==> config.mk <==
export PLATFORM = sky130hd
export DESIGN_NAME = nearest_neighbor_tour_top_flat
export DESIGN_NICKNAME = d
export VERILOG_FILES = /design/src/sv/nnt_pkg.sv /design/src/sv/nnt_in_if.sv /design/src/sv/nnt_out_if.sv /design/src/sv/nnt_datapath.sv /design/src/sv/nnt_ctrl.sv /design/src/sv/nearest_neighbor_tour_top.sv /design/src/flat_wrapper.sv
export SDC_FILE = /design/constraint.sdc
export NUM_CORES = 2
export LEC_CHECK = 0
export BUFFER_PORTS_ARGS = -buffer_cell sky130_fd_sc_hd__buf_2
export CORE_ASPECT_RATIO = 1.5
export CORE_MARGIN = 2
export CORE_UTILIZATION = 50
export CTS_CLUSTER_SIZE = 12
export DETAILED_ROUTE_END_ITERATION = 8
export PLACE_DENSITY = 0.65
export SLEW_MARGIN = 10
export SYNTH_ARGS = -nofsm -noshare
export SYNTH_HDL_FRONTEND = slang
export SYNTH_SLANG_ARGS = --single-unit
export TNS_END_PERCENT = 5
==> constraint.sdc <==
create_clock -name clk -period 18 [get_ports clk]
set_clock_uncertainty 0.1 [all_clocks]
set_input_delay 0.9 -clock clk [delete_from_list [all_inputs] [get_ports clk]]
set_output_delay 0.9 -clock clk [all_outputs]
set_load 0.01 [all_outputs]
==> src/sv/nnt_pkg.sv <==
// ----------------------------------------------------------------------------
// nnt_pkg: shared types and constants for the nearest-neighbor tour block
// Sizes, controller state encoding and controller/datapath signal groups.
// ----------------------------------------------------------------------------
package nnt_pkg;

  localparam int MAX_CITIES = 32;
  localparam int IDX_W      = $clog2(MAX_CITIES);
  localparam int CNT_W      = $clog2(MAX_CITIES + 1);
  localparam int COORD_W    = 16;
  localparam int ABS_W      = COORD_W;
  localparam int SQ_W       = 2 * ABS_W;
  localparam int DIST_W     = SQ_W + 1;
  localparam int CITY_W     = 6;

  typedef enum logic [2:0] {
    ST_LOAD,
    ST_FIRST,
    ST_CHECK,
    ST_SCAN,
    ST_DRAIN,
    ST_EMIT,
    ST_CLOSE
  } state_t;

  // Commands from controller to datapath
  typedef struct packed {
    logic store;       // accept one city item
    logic first;       // emit city 0 and start the tour
    logic scan_clear;  // restart the scan over stored cities
    logic scan_issue;  // read the next city into the distance pipeline
    logic emit_best;   // move to the nearest city and emit it
    logic close;       // emit the return to city 0 and clear the set
  } cmd_t;

  // Status from datapath to controller
  typedef struct packed {
    logic step_more;   // tour positions still to fill
    logic scan_last;   // scan index is on the last stored city
    logic pipe_busy;   // distance pipeline still holds items
    logic out_busy;    // result register cannot take a new item
  } status_t;

endpackage

==> src/sv/nnt_in_if.sv <==
// ----------------------------------------------------------------------------
// nnt_in_if: city input channel
// valid/ready handshake carrying one city's coordinates and the last flag.
// ----------------------------------------------------------------------------
interface nnt_in_if;
  logic               valid;
  logic               ready;
  logic signed [15:0] city_x;
  logic signed [15:0] city_y;
  logic               last_city;

  modport source (output valid, output city_x, output city_y, output last_city,
                  input ready);
  modport sink   (input valid, input city_x, input city_y, input last_city,
                  output ready);
endinterface

==> src/sv/nnt_out_if.sv <==
// ----------------------------------------------------------------------------
// nnt_out_if: tour output channel
// valid/ready handshake carrying one tour position.
// ----------------------------------------------------------------------------
interface nnt_out_if;
  logic       valid;
  logic       ready;
  logic [5:0] tour_city;
  logic       tour_end;

  modport source (output valid, output tour_city, output tour_end, input ready);
  modport sink   (input valid, input tour_city, input tour_end, output ready);
endinterface

==> src/sv/nnt_datapath.sv <==
// ----------------------------------------------------------------------------
// nnt_datapath: city store, distance pipeline and tour bookkeeping
// Coordinate memories, a three-stage squared-distance pipeline, the running
// minimum, the visited mask and the result register.
// ----------------------------------------------------------------------------
module nnt_datapath
  import nnt_pkg::*;
(
  input  logic                      clk,
  input  logic                      rst,
  input  cmd_t                      cmd,
  output status_t                   status,
  input  logic signed [COORD_W-1:0] in_x,
  input  logic signed [COORD_W-1:0] in_y,
  output logic                      out_valid,
  input  logic                      out_ready,
  output logic [CITY_W-1:0]         out_city,
  output logic                      out_end
);

  // Coordinate memories
  logic signed [COORD_W-1:0] x_mem [MAX_CITIES];
  logic signed [COORD_W-1:0] y_mem [MAX_CITIES];

  logic [CNT_W-1:0]          city_count;
  logic [CNT_W-1:0]          step;
  logic [MAX_CITIES-1:0]     visited;
  logic signed [COORD_W-1:0] first_x, first_y;
  logic signed [COORD_W-1:0] cur_x, cur_y;
  logic [IDX_W-1:0]          scan_i;

  // Pipeline stage registers
  logic                      v1, v2, v3;
  logic [IDX_W-1:0]          idx1, idx2, idx3;
  logic signed [COORD_W-1:0] rd_x, rd_y;
  logic signed [COORD_W-1:0] x2, y2, x3, y3;
  logic                      vis2, vis3;
  logic [ABS_W-1:0]          ax, ay;
  logic [SQ_W-1:0]           sqx, sqy;

  // Running minimum
  logic                      found;
  logic [DIST_W-1:0]         best_d;
  logic [IDX_W-1:0]          best;
  logic signed [COORD_W-1:0] best_x, best_y;

  logic signed [COORD_W:0]   dx, dy;
  logic [COORD_W:0]          adx, ady;
  logic [DIST_W-1:0]         cand_d;
  logic                      take;

  // Store write
  always_ff @(posedge clk) begin
    if (cmd.store && city_count < CNT_W'(MAX_CITIES)) begin
      x_mem[city_count[IDX_W-1:0]] <= in_x;
      y_mem[city_count[IDX_W-1:0]] <= in_y;
    end
  end

  // Store read, registered
  always_ff @(posedge clk) begin
    if (cmd.scan_issue) begin
      rd_x <= x_mem[scan_i];
      rd_y <= y_mem[scan_i];
    end
  end

  // City count and first city coordinates
  always_ff @(posedge clk) begin
    if (rst) begin
      city_count <= '0;
    end else if (cmd.close) begin
      city_count <= '0;
    end else if (cmd.store && city_count < CNT_W'(MAX_CITIES)) begin
      city_count <= city_count + CNT_W'(1);
    end
  end

  always_ff @(posedge clk) begin
    if (cmd.store && city_count == '0) begin
      first_x <= in_x;
      first_y <= in_y;
    end
  end

  // Absolute coordinate differences against the current city
  always_comb begin
    dx  = {rd_x[COORD_W-1], rd_x} - {cur_x[COORD_W-1], cur_x};
    dy  = {rd_y[COORD_W-1], rd_y} - {cur_y[COORD_W-1], cur_y};
    adx = dx[COORD_W] ? (COORD_W+1)'(1) + (COORD_W+1)'(~dx) : (COORD_W+1)'(dx);
    ady = dy[COORD_W] ? (COORD_W+1)'(1) + (COORD_W+1)'(~dy) : (COORD_W+1)'(dy);
  end

  assign cand_d = {1'b0, sqx} + {1'b0, sqy};
  assign take   = v3 && !vis3 && (!found || cand_d < best_d);

  // Distance pipeline
  always_ff @(posedge clk) begin
    if (rst) begin
      v1 <= 1'b0;
      v2 <= 1'b0;
      v3 <= 1'b0;
    end else begin
      v1 <= cmd.scan_issue;
      v2 <= v1;
      v3 <= v2;
    end
  end

  always_ff @(posedge clk) begin
    if (cmd.scan_issue) idx1 <= scan_i;
    idx2 <= idx1;
    vis2 <= visited[idx1];
    x2   <= rd_x;
    y2   <= rd_y;
    ax   <= adx[ABS_W-1:0];
    ay   <= ady[ABS_W-1:0];
    idx3 <= idx2;
    vis3 <= vis2;
    x3   <= x2;
    y3   <= y2;
    sqx  <= ax * ax;
    sqy  <= ay * ay;
  end

  // Scan index
  always_ff @(posedge clk) begin
    if (cmd.scan_clear) begin
      scan_i <= '0;
    end else if (cmd.scan_issue) begin
      scan_i <= scan_i + IDX_W'(1);
    end
  end

  // Running minimum, lowest index wins ties since scan is in order
  always_ff @(posedge clk) begin
    if (rst) begin
      found <= 1'b0;
    end else if (cmd.scan_clear) begin
      found <= 1'b0;
    end else if (take) begin
      found <= 1'b1;
    end
  end

  always_ff @(posedge clk) begin
    if (take) begin
      best_d <= cand_d;
      best   <= idx3;
      best_x <= x3;
      best_y <= y3;
    end
  end

  // Tour bookkeeping
  always_ff @(posedge clk) begin
    if (rst) begin
      visited <= '0;
      step    <= '0;
    end else if (cmd.first) begin
      visited    <= MAX_CITIES'(1);
      step       <= CNT_W'(1);
    end else if (cmd.emit_best) begin
      visited[best] <= 1'b1;
      step          <= step + CNT_W'(1);
    end else if (cmd.close) begin
      visited <= '0;
      step    <= '0;
    end
  end

  always_ff @(posedge clk) begin
    if (cmd.first) begin
      cur_x <= first_x;
      cur_y <= first_y;
    end else if (cmd.emit_best) begin
      cur_x <= best_x;
      cur_y <= best_y;
    end
  end

  // Result register
  always_ff @(posedge clk) begin
    if (rst) begin
      out_valid <= 1'b0;
    end else if (cmd.first || cmd.emit_best || cmd.close) begin
      out_valid <= 1'b1;
    end else if (out_ready) begin
      out_valid <= 1'b0;
    end
  end

  always_ff @(posedge clk) begin
    if (cmd.first || cmd.close) begin
      out_city <= '0;
      out_end  <= cmd.close;
    end else if (cmd.emit_best) begin
      out_city <= CITY_W'(best);
      out_end  <= 1'b0;
    end
  end

  // Status
  always_comb begin
    status.step_more = step < city_count;
    status.scan_last = {1'b0, scan_i} == CNT_W'(city_count - CNT_W'(1));
    status.pipe_busy = v1 || v2 || v3;
    status.out_busy  = out_valid && !out_ready;
  end

endmodule

==> src/sv/nnt_ctrl.sv <==
// ----------------------------------------------------------------------------
// nnt_ctrl: tour sequencer
// Loads cities, then walks the tour: scan, drain, emit, and finally close.
// ----------------------------------------------------------------------------
module nnt_ctrl
  import nnt_pkg::*;
(
  input  logic    clk,
  input  logic    rst,
  input  logic    in_valid,
  input  logic    in_last,
  output logic    in_ready,
  input  status_t status,
  output cmd_t    cmd
);

  state_t state, state_next;

  always_ff @(posedge clk) begin
    if (rst) begin
      state <= ST_LOAD;
    end else begin
      state <= state_next;
    end
  end

  always_comb begin
    state_next = state;
    cmd        = '0;
    in_ready   = 1'b0;
    case (state)
      ST_LOAD: begin
        in_ready  = 1'b1;
        cmd.store = in_valid;
        if (in_valid && in_last) state_next = ST_FIRST;
      end
      ST_FIRST: begin
        if (!status.out_busy) begin
          cmd.first  = 1'b1;
          state_next = ST_CHECK;
        end
      end
      ST_CHECK: begin
        cmd.scan_clear = 1'b1;
        state_next     = status.step_more ? ST_SCAN : ST_CLOSE;
      end
      ST_SCAN: begin
        cmd.scan_issue = 1'b1;
        if (status.scan_last) state_next = ST_DRAIN;
      end
      ST_DRAIN: begin
        if (!status.pipe_busy) state_next = ST_EMIT;
      end
      ST_EMIT: begin
        if (!status.out_busy) begin
          cmd.emit_best = 1'b1;
          state_next    = ST_CHECK;
        end
      end
      ST_CLOSE: begin
        if (!status.out_busy) begin
          cmd.close  = 1'b1;
          state_next = ST_LOAD;
        end
      end
      default: state_next = ST_LOAD;
    endcase
  end

endmodule

==> src/sv/nearest_neighbor_tour_top.sv <==
// ----------------------------------------------------------------------------
// nearest_neighbor_tour_top: greedy nearest-neighbor tour builder
// Stores up to MAX_CITIES cities and emits a nearest-neighbor tour from city 0.
// ----------------------------------------------------------------------------
// Each city item is written to the coordinate store as it is taken;
// cities beyond MAX_CITIES are dropped. The item flagged last_city starts the
// tour: city 0 is emitted first, then each further step scans all N stored
// cities through the single read port of the coordinate store and a
// three-stage squared-distance pipeline, and emits the nearest unvisited
// city once the pipeline has drained and the output can take it. The tour
// ends with a return to city 0 flagged tour_end; new cities are taken again
// while that final item waits on the output.
module nearest_neighbor_tour_top
  import nnt_pkg::*;
(
  input  logic             clk,
  input  logic             rst,
  nnt_in_if.sink           city_in,
  nnt_out_if.source        tour_out
);

  cmd_t    cmd;
  status_t status;

  nnt_ctrl u_ctrl (
    .clk      (clk),
    .rst      (rst),
    .in_valid (city_in.valid),
    .in_last  (city_in.last_city),
    .in_ready (city_in.ready),
    .status   (status),
    .cmd      (cmd)
  );

  nnt_datapath u_datapath (
    .clk       (clk),
    .rst       (rst),
    .cmd       (cmd),
    .status    (status),
    .in_x      (city_in.city_x),
    .in_y      (city_in.city_y),
    .out_valid (tour_out.valid),
    .out_ready (tour_out.ready),
    .out_city  (tour_out.tour_city),
    .out_end   (tour_out.tour_end)
  );

endmodule
==> src/flat_wrapper.sv <==
// flat-port wrapper written by rule: the top's interface ports become plain ports
module nearest_neighbor_tour_top_flat import nnt_pkg::*;
  (clk, rst, city_in_valid, city_in_city_x, city_in_city_y, city_in_last_city, city_in_ready, tour_out_valid, tour_out_tour_city, tour_out_tour_end, tour_out_ready);
  nnt_in_if city_in_i ();
  nnt_out_if tour_out_i ();
  input  logic clk;
  input  logic rst;
  input wire logic [$bits(city_in_i.valid)-1:0] city_in_valid;
  input wire logic [$bits(city_in_i.city_x)-1:0] city_in_city_x;
  input wire logic [$bits(city_in_i.city_y)-1:0] city_in_city_y;
  input wire logic [$bits(city_in_i.last_city)-1:0] city_in_last_city;
  output wire logic [$bits(city_in_i.ready)-1:0] city_in_ready;
  output wire logic [$bits(tour_out_i.valid)-1:0] tour_out_valid;
  output wire logic [$bits(tour_out_i.tour_city)-1:0] tour_out_tour_city;
  output wire logic [$bits(tour_out_i.tour_end)-1:0] tour_out_tour_end;
  input wire logic [$bits(tour_out_i.ready)-1:0] tour_out_ready;
  assign city_in_i.valid = city_in_valid;
  assign city_in_i.city_x = city_in_city_x;
  assign city_in_i.city_y = city_in_city_y;
  assign city_in_i.last_city = city_in_last_city;
  assign city_in_ready = city_in_i.ready;
  assign tour_out_valid = tour_out_i.valid;
  assign tour_out_tour_city = tour_out_i.tour_city;
  assign tour_out_tour_end = tour_out_i.tour_end;
  assign tour_out_i.ready = tour_out_ready;
  nearest_neighbor_tour_top u_core (.clk(clk), .rst(rst), .city_in(city_in_i), .tour_out(tour_out_i));
endmodule
==> results.toml <==
[run_status]
status = "finished, final reports clean"

[routing]
ant_nets = 0
vias = 36800
met1_length_microns = 59700
drt_iter0_drc = 3155
highest_layer = "met5"
vias_per_cell = 5.72
wl_per_cell_microns = 24.5
drc_errors = 0
wl_met2_microns = 84000
wl_microns = 157000
wl_met3_microns = 7450
drt_pre_antenna_iters = 5

[critical_path]
arrival_ps = 7330
cp.required_ps = 18530
end_kind = "flop"
critical_path_class = "flop to flop"
critPathLaunchType = "flop"
cp_max_fo = 16

[clocking]
cts_buffers = 141
numClockSinks = 1428
clkSlewWorstSetupHoldPaths_ps = 60
cts_tree = "yes"
cts_hold_buffers = 0
htree_levels = 4
ctsResizeCount = 0
post_cts_buffers = 0
clkLatencyLatePin_ps = 780
clockBufferDepth = 3
clock_tree.root_cell = "clkbuf_16"

[global_route]
antenna_found_initial = 8
grt_max_degree = 92
grt-ovfl-total = 0
grt_pass1_wl_microns = 237000
first_global_vias = 38600
grt_usage = 0.229

[placement]
gp_congestion = 0.886
hpwl_microns = 94500
numPortBuffers = 44

[yosys]
netlist_instances = 4473
ys_warn_count = 0
synthFlopType = "edfxtp_1"
synth-edff-count = 1196
syn_area_per_cell_sq_um = 15.5
yosysSeqAreaShare = 0.585
synth_async_sr_flop_share = 0
ys_ff_latch = 1428
synthesis.area_sq_mm = 0.0693
synth_cell_types = 84
syn-num-nets = 5145

[timing]
max_slew_margin = 0.231
min_period_ps = 6800
slew_viol_final = 0
rsz0062_at_grt = "no"
fmax_mhz = 147
report.final.setup_viol = 0
finalCritPeriodShare = 0.378
hold_slack_ps = 205
worstMarginPinSlew_ps = 1140
hold_viol = 0
fin_tns_setup_ps = 0

[floorplanning]
num_rows = 167
die_height_microns = 460
die-area_sq_mm = 0.142
start_util = 0.503
core_area_sq_mm = 0.138
io_pins = 46
die_w_microns = 308

[flow_run]
drv_cap = 0

[final_layout]
drive_gt1_frac = 0.156
final_cell_mix = "1196 x edfxtp_1, 600 x inv_1, 330 x mux4_2"
area_delta_synth_final_pct = 9.77
final_common_cell = "edfxtp_1"
final_nets = 5228

[min_path]
worstHoldPathType = "flop to flop"
## cell usage after synthesis (25+ instances only)
library cell  count  area, sq um
xor2_1           48          420
o21ai_0          59          295
nand3_1          35          175
mux2_2           69          777
mux4_2          330         7430
nor3_1           28          140
and2_1           89          557
nor2b_1          31          194
a21o_1           51          383
nand2_1         233          875
inv_1           602         2260
xnor2_1          99          867
a21oi_1         139          696
clkbuf_1        122          458
nor2_1          185          694
dfxtp_1         232         4640
fa_1            326         6530
edfxtp_1       1196        35900
buf_1            25         93.8
ha_1            309         3870
## metrics by stage
step | setup slack (ps) | instances | cell area (sq um) | util
final | 11200 | 6433 | 76100 | 0.552
after global routing | 10780 | 6432 | 76100 | 0.552
after CTS | 11190 | 6431 | 76100 | 0.552
after detailed placement | 11190 | 6187 | 71800 | 0.521
after global placement | 11320 | 6187 | 71800 | 0.521
after floorplan | 11690 | 4473 | 69300 | -
## registers in the layout (all words and copies together), names as in the netlist, 31 cells and up
register                   flops
u_core.u_datapath.y_mem      512
u_core.u_datapath.sqx         31
u_core.u_datapath.visited     32
u_core.u_datapath.x_mem      512
u_core.u_datapath.sqy         31
u_core.u_datapath.best_d      33
## critical path, cell delays in order (launching register included)
cell and delay, ps:
dfxtp_1 740, inv_1 210, nor2_1 200, ha_1 280, xor2_1 190, fa_1 530, inv_1 50, fa_1 490
fa_1 460, fa_1 510, inv_1 50, fa_1 470, inv_1 40, ha_1 320, a21o_1 180, a21o_1 170
a21oi_1 160, a21boi_0 270, a211oi_1 130, or4b_1 610, a31oi_1 270, o21ai_1 120, xnor2_1 130
## routing by layer
metal	global-route usage	up-vias
li1	-	16400
met4	0.0874	8
met2	0.410	1036
met3	0.0299	311
met1	0.280	19100
met5	0	-
## final timing paths
| kind | start | to | slack, ps | cells after the start |
|---|---|---|---|---|
| hold reg to reg | u_core.u_datapath.y2[14] | u_core.u_datapath.y3[14] | 200 | 0 |
| setup / recovery | u_core.u_datapath.ax[2] | u_core.u_datapath.sqx[31] | 11200 | 22 |
| hold / removal | u_core.u_datapath.y2[14] | u_core.u_datapath.y3[14] | 200 | 0 |
| setup reg to reg | u_core.u_datapath.ax[2] | u_core.u_datapath.sqx[31] | 11200 | 22 |
## layout make-up
class,instances,area (sq um)
fillers,10900,61800
flip-flops and latches,1428,40600
multi-input cells,2291,26200
clock buffers,222,3910
inverters,602,2260
well taps,1774,2220
repair buffers,92,593
clock inverters,22,357
diodes,2,5.00
## kinds of logic (layout without fill, tap and decap cells)
kind of cell             count (synthesis)  in the layout  synth area share
AO/OA/AOI/OAI                          412            412            0.0388
XOR/XNOR                               147            147            0.0186
adder cells (fa/ha/maj)                635            635             0.150
buffers and inverters                  754            938            0.0410
flip-flops                            1428           1428             0.585
multiplexers                           403            403             0.119
other                                    1              3         0.0000541
AND/OR/NAND/NOR                        693            693            0.0475
Power is left out: the tool's default activity adds up to more than one toggle a clock period on the data nets, which glitch-free logic cannot reach.
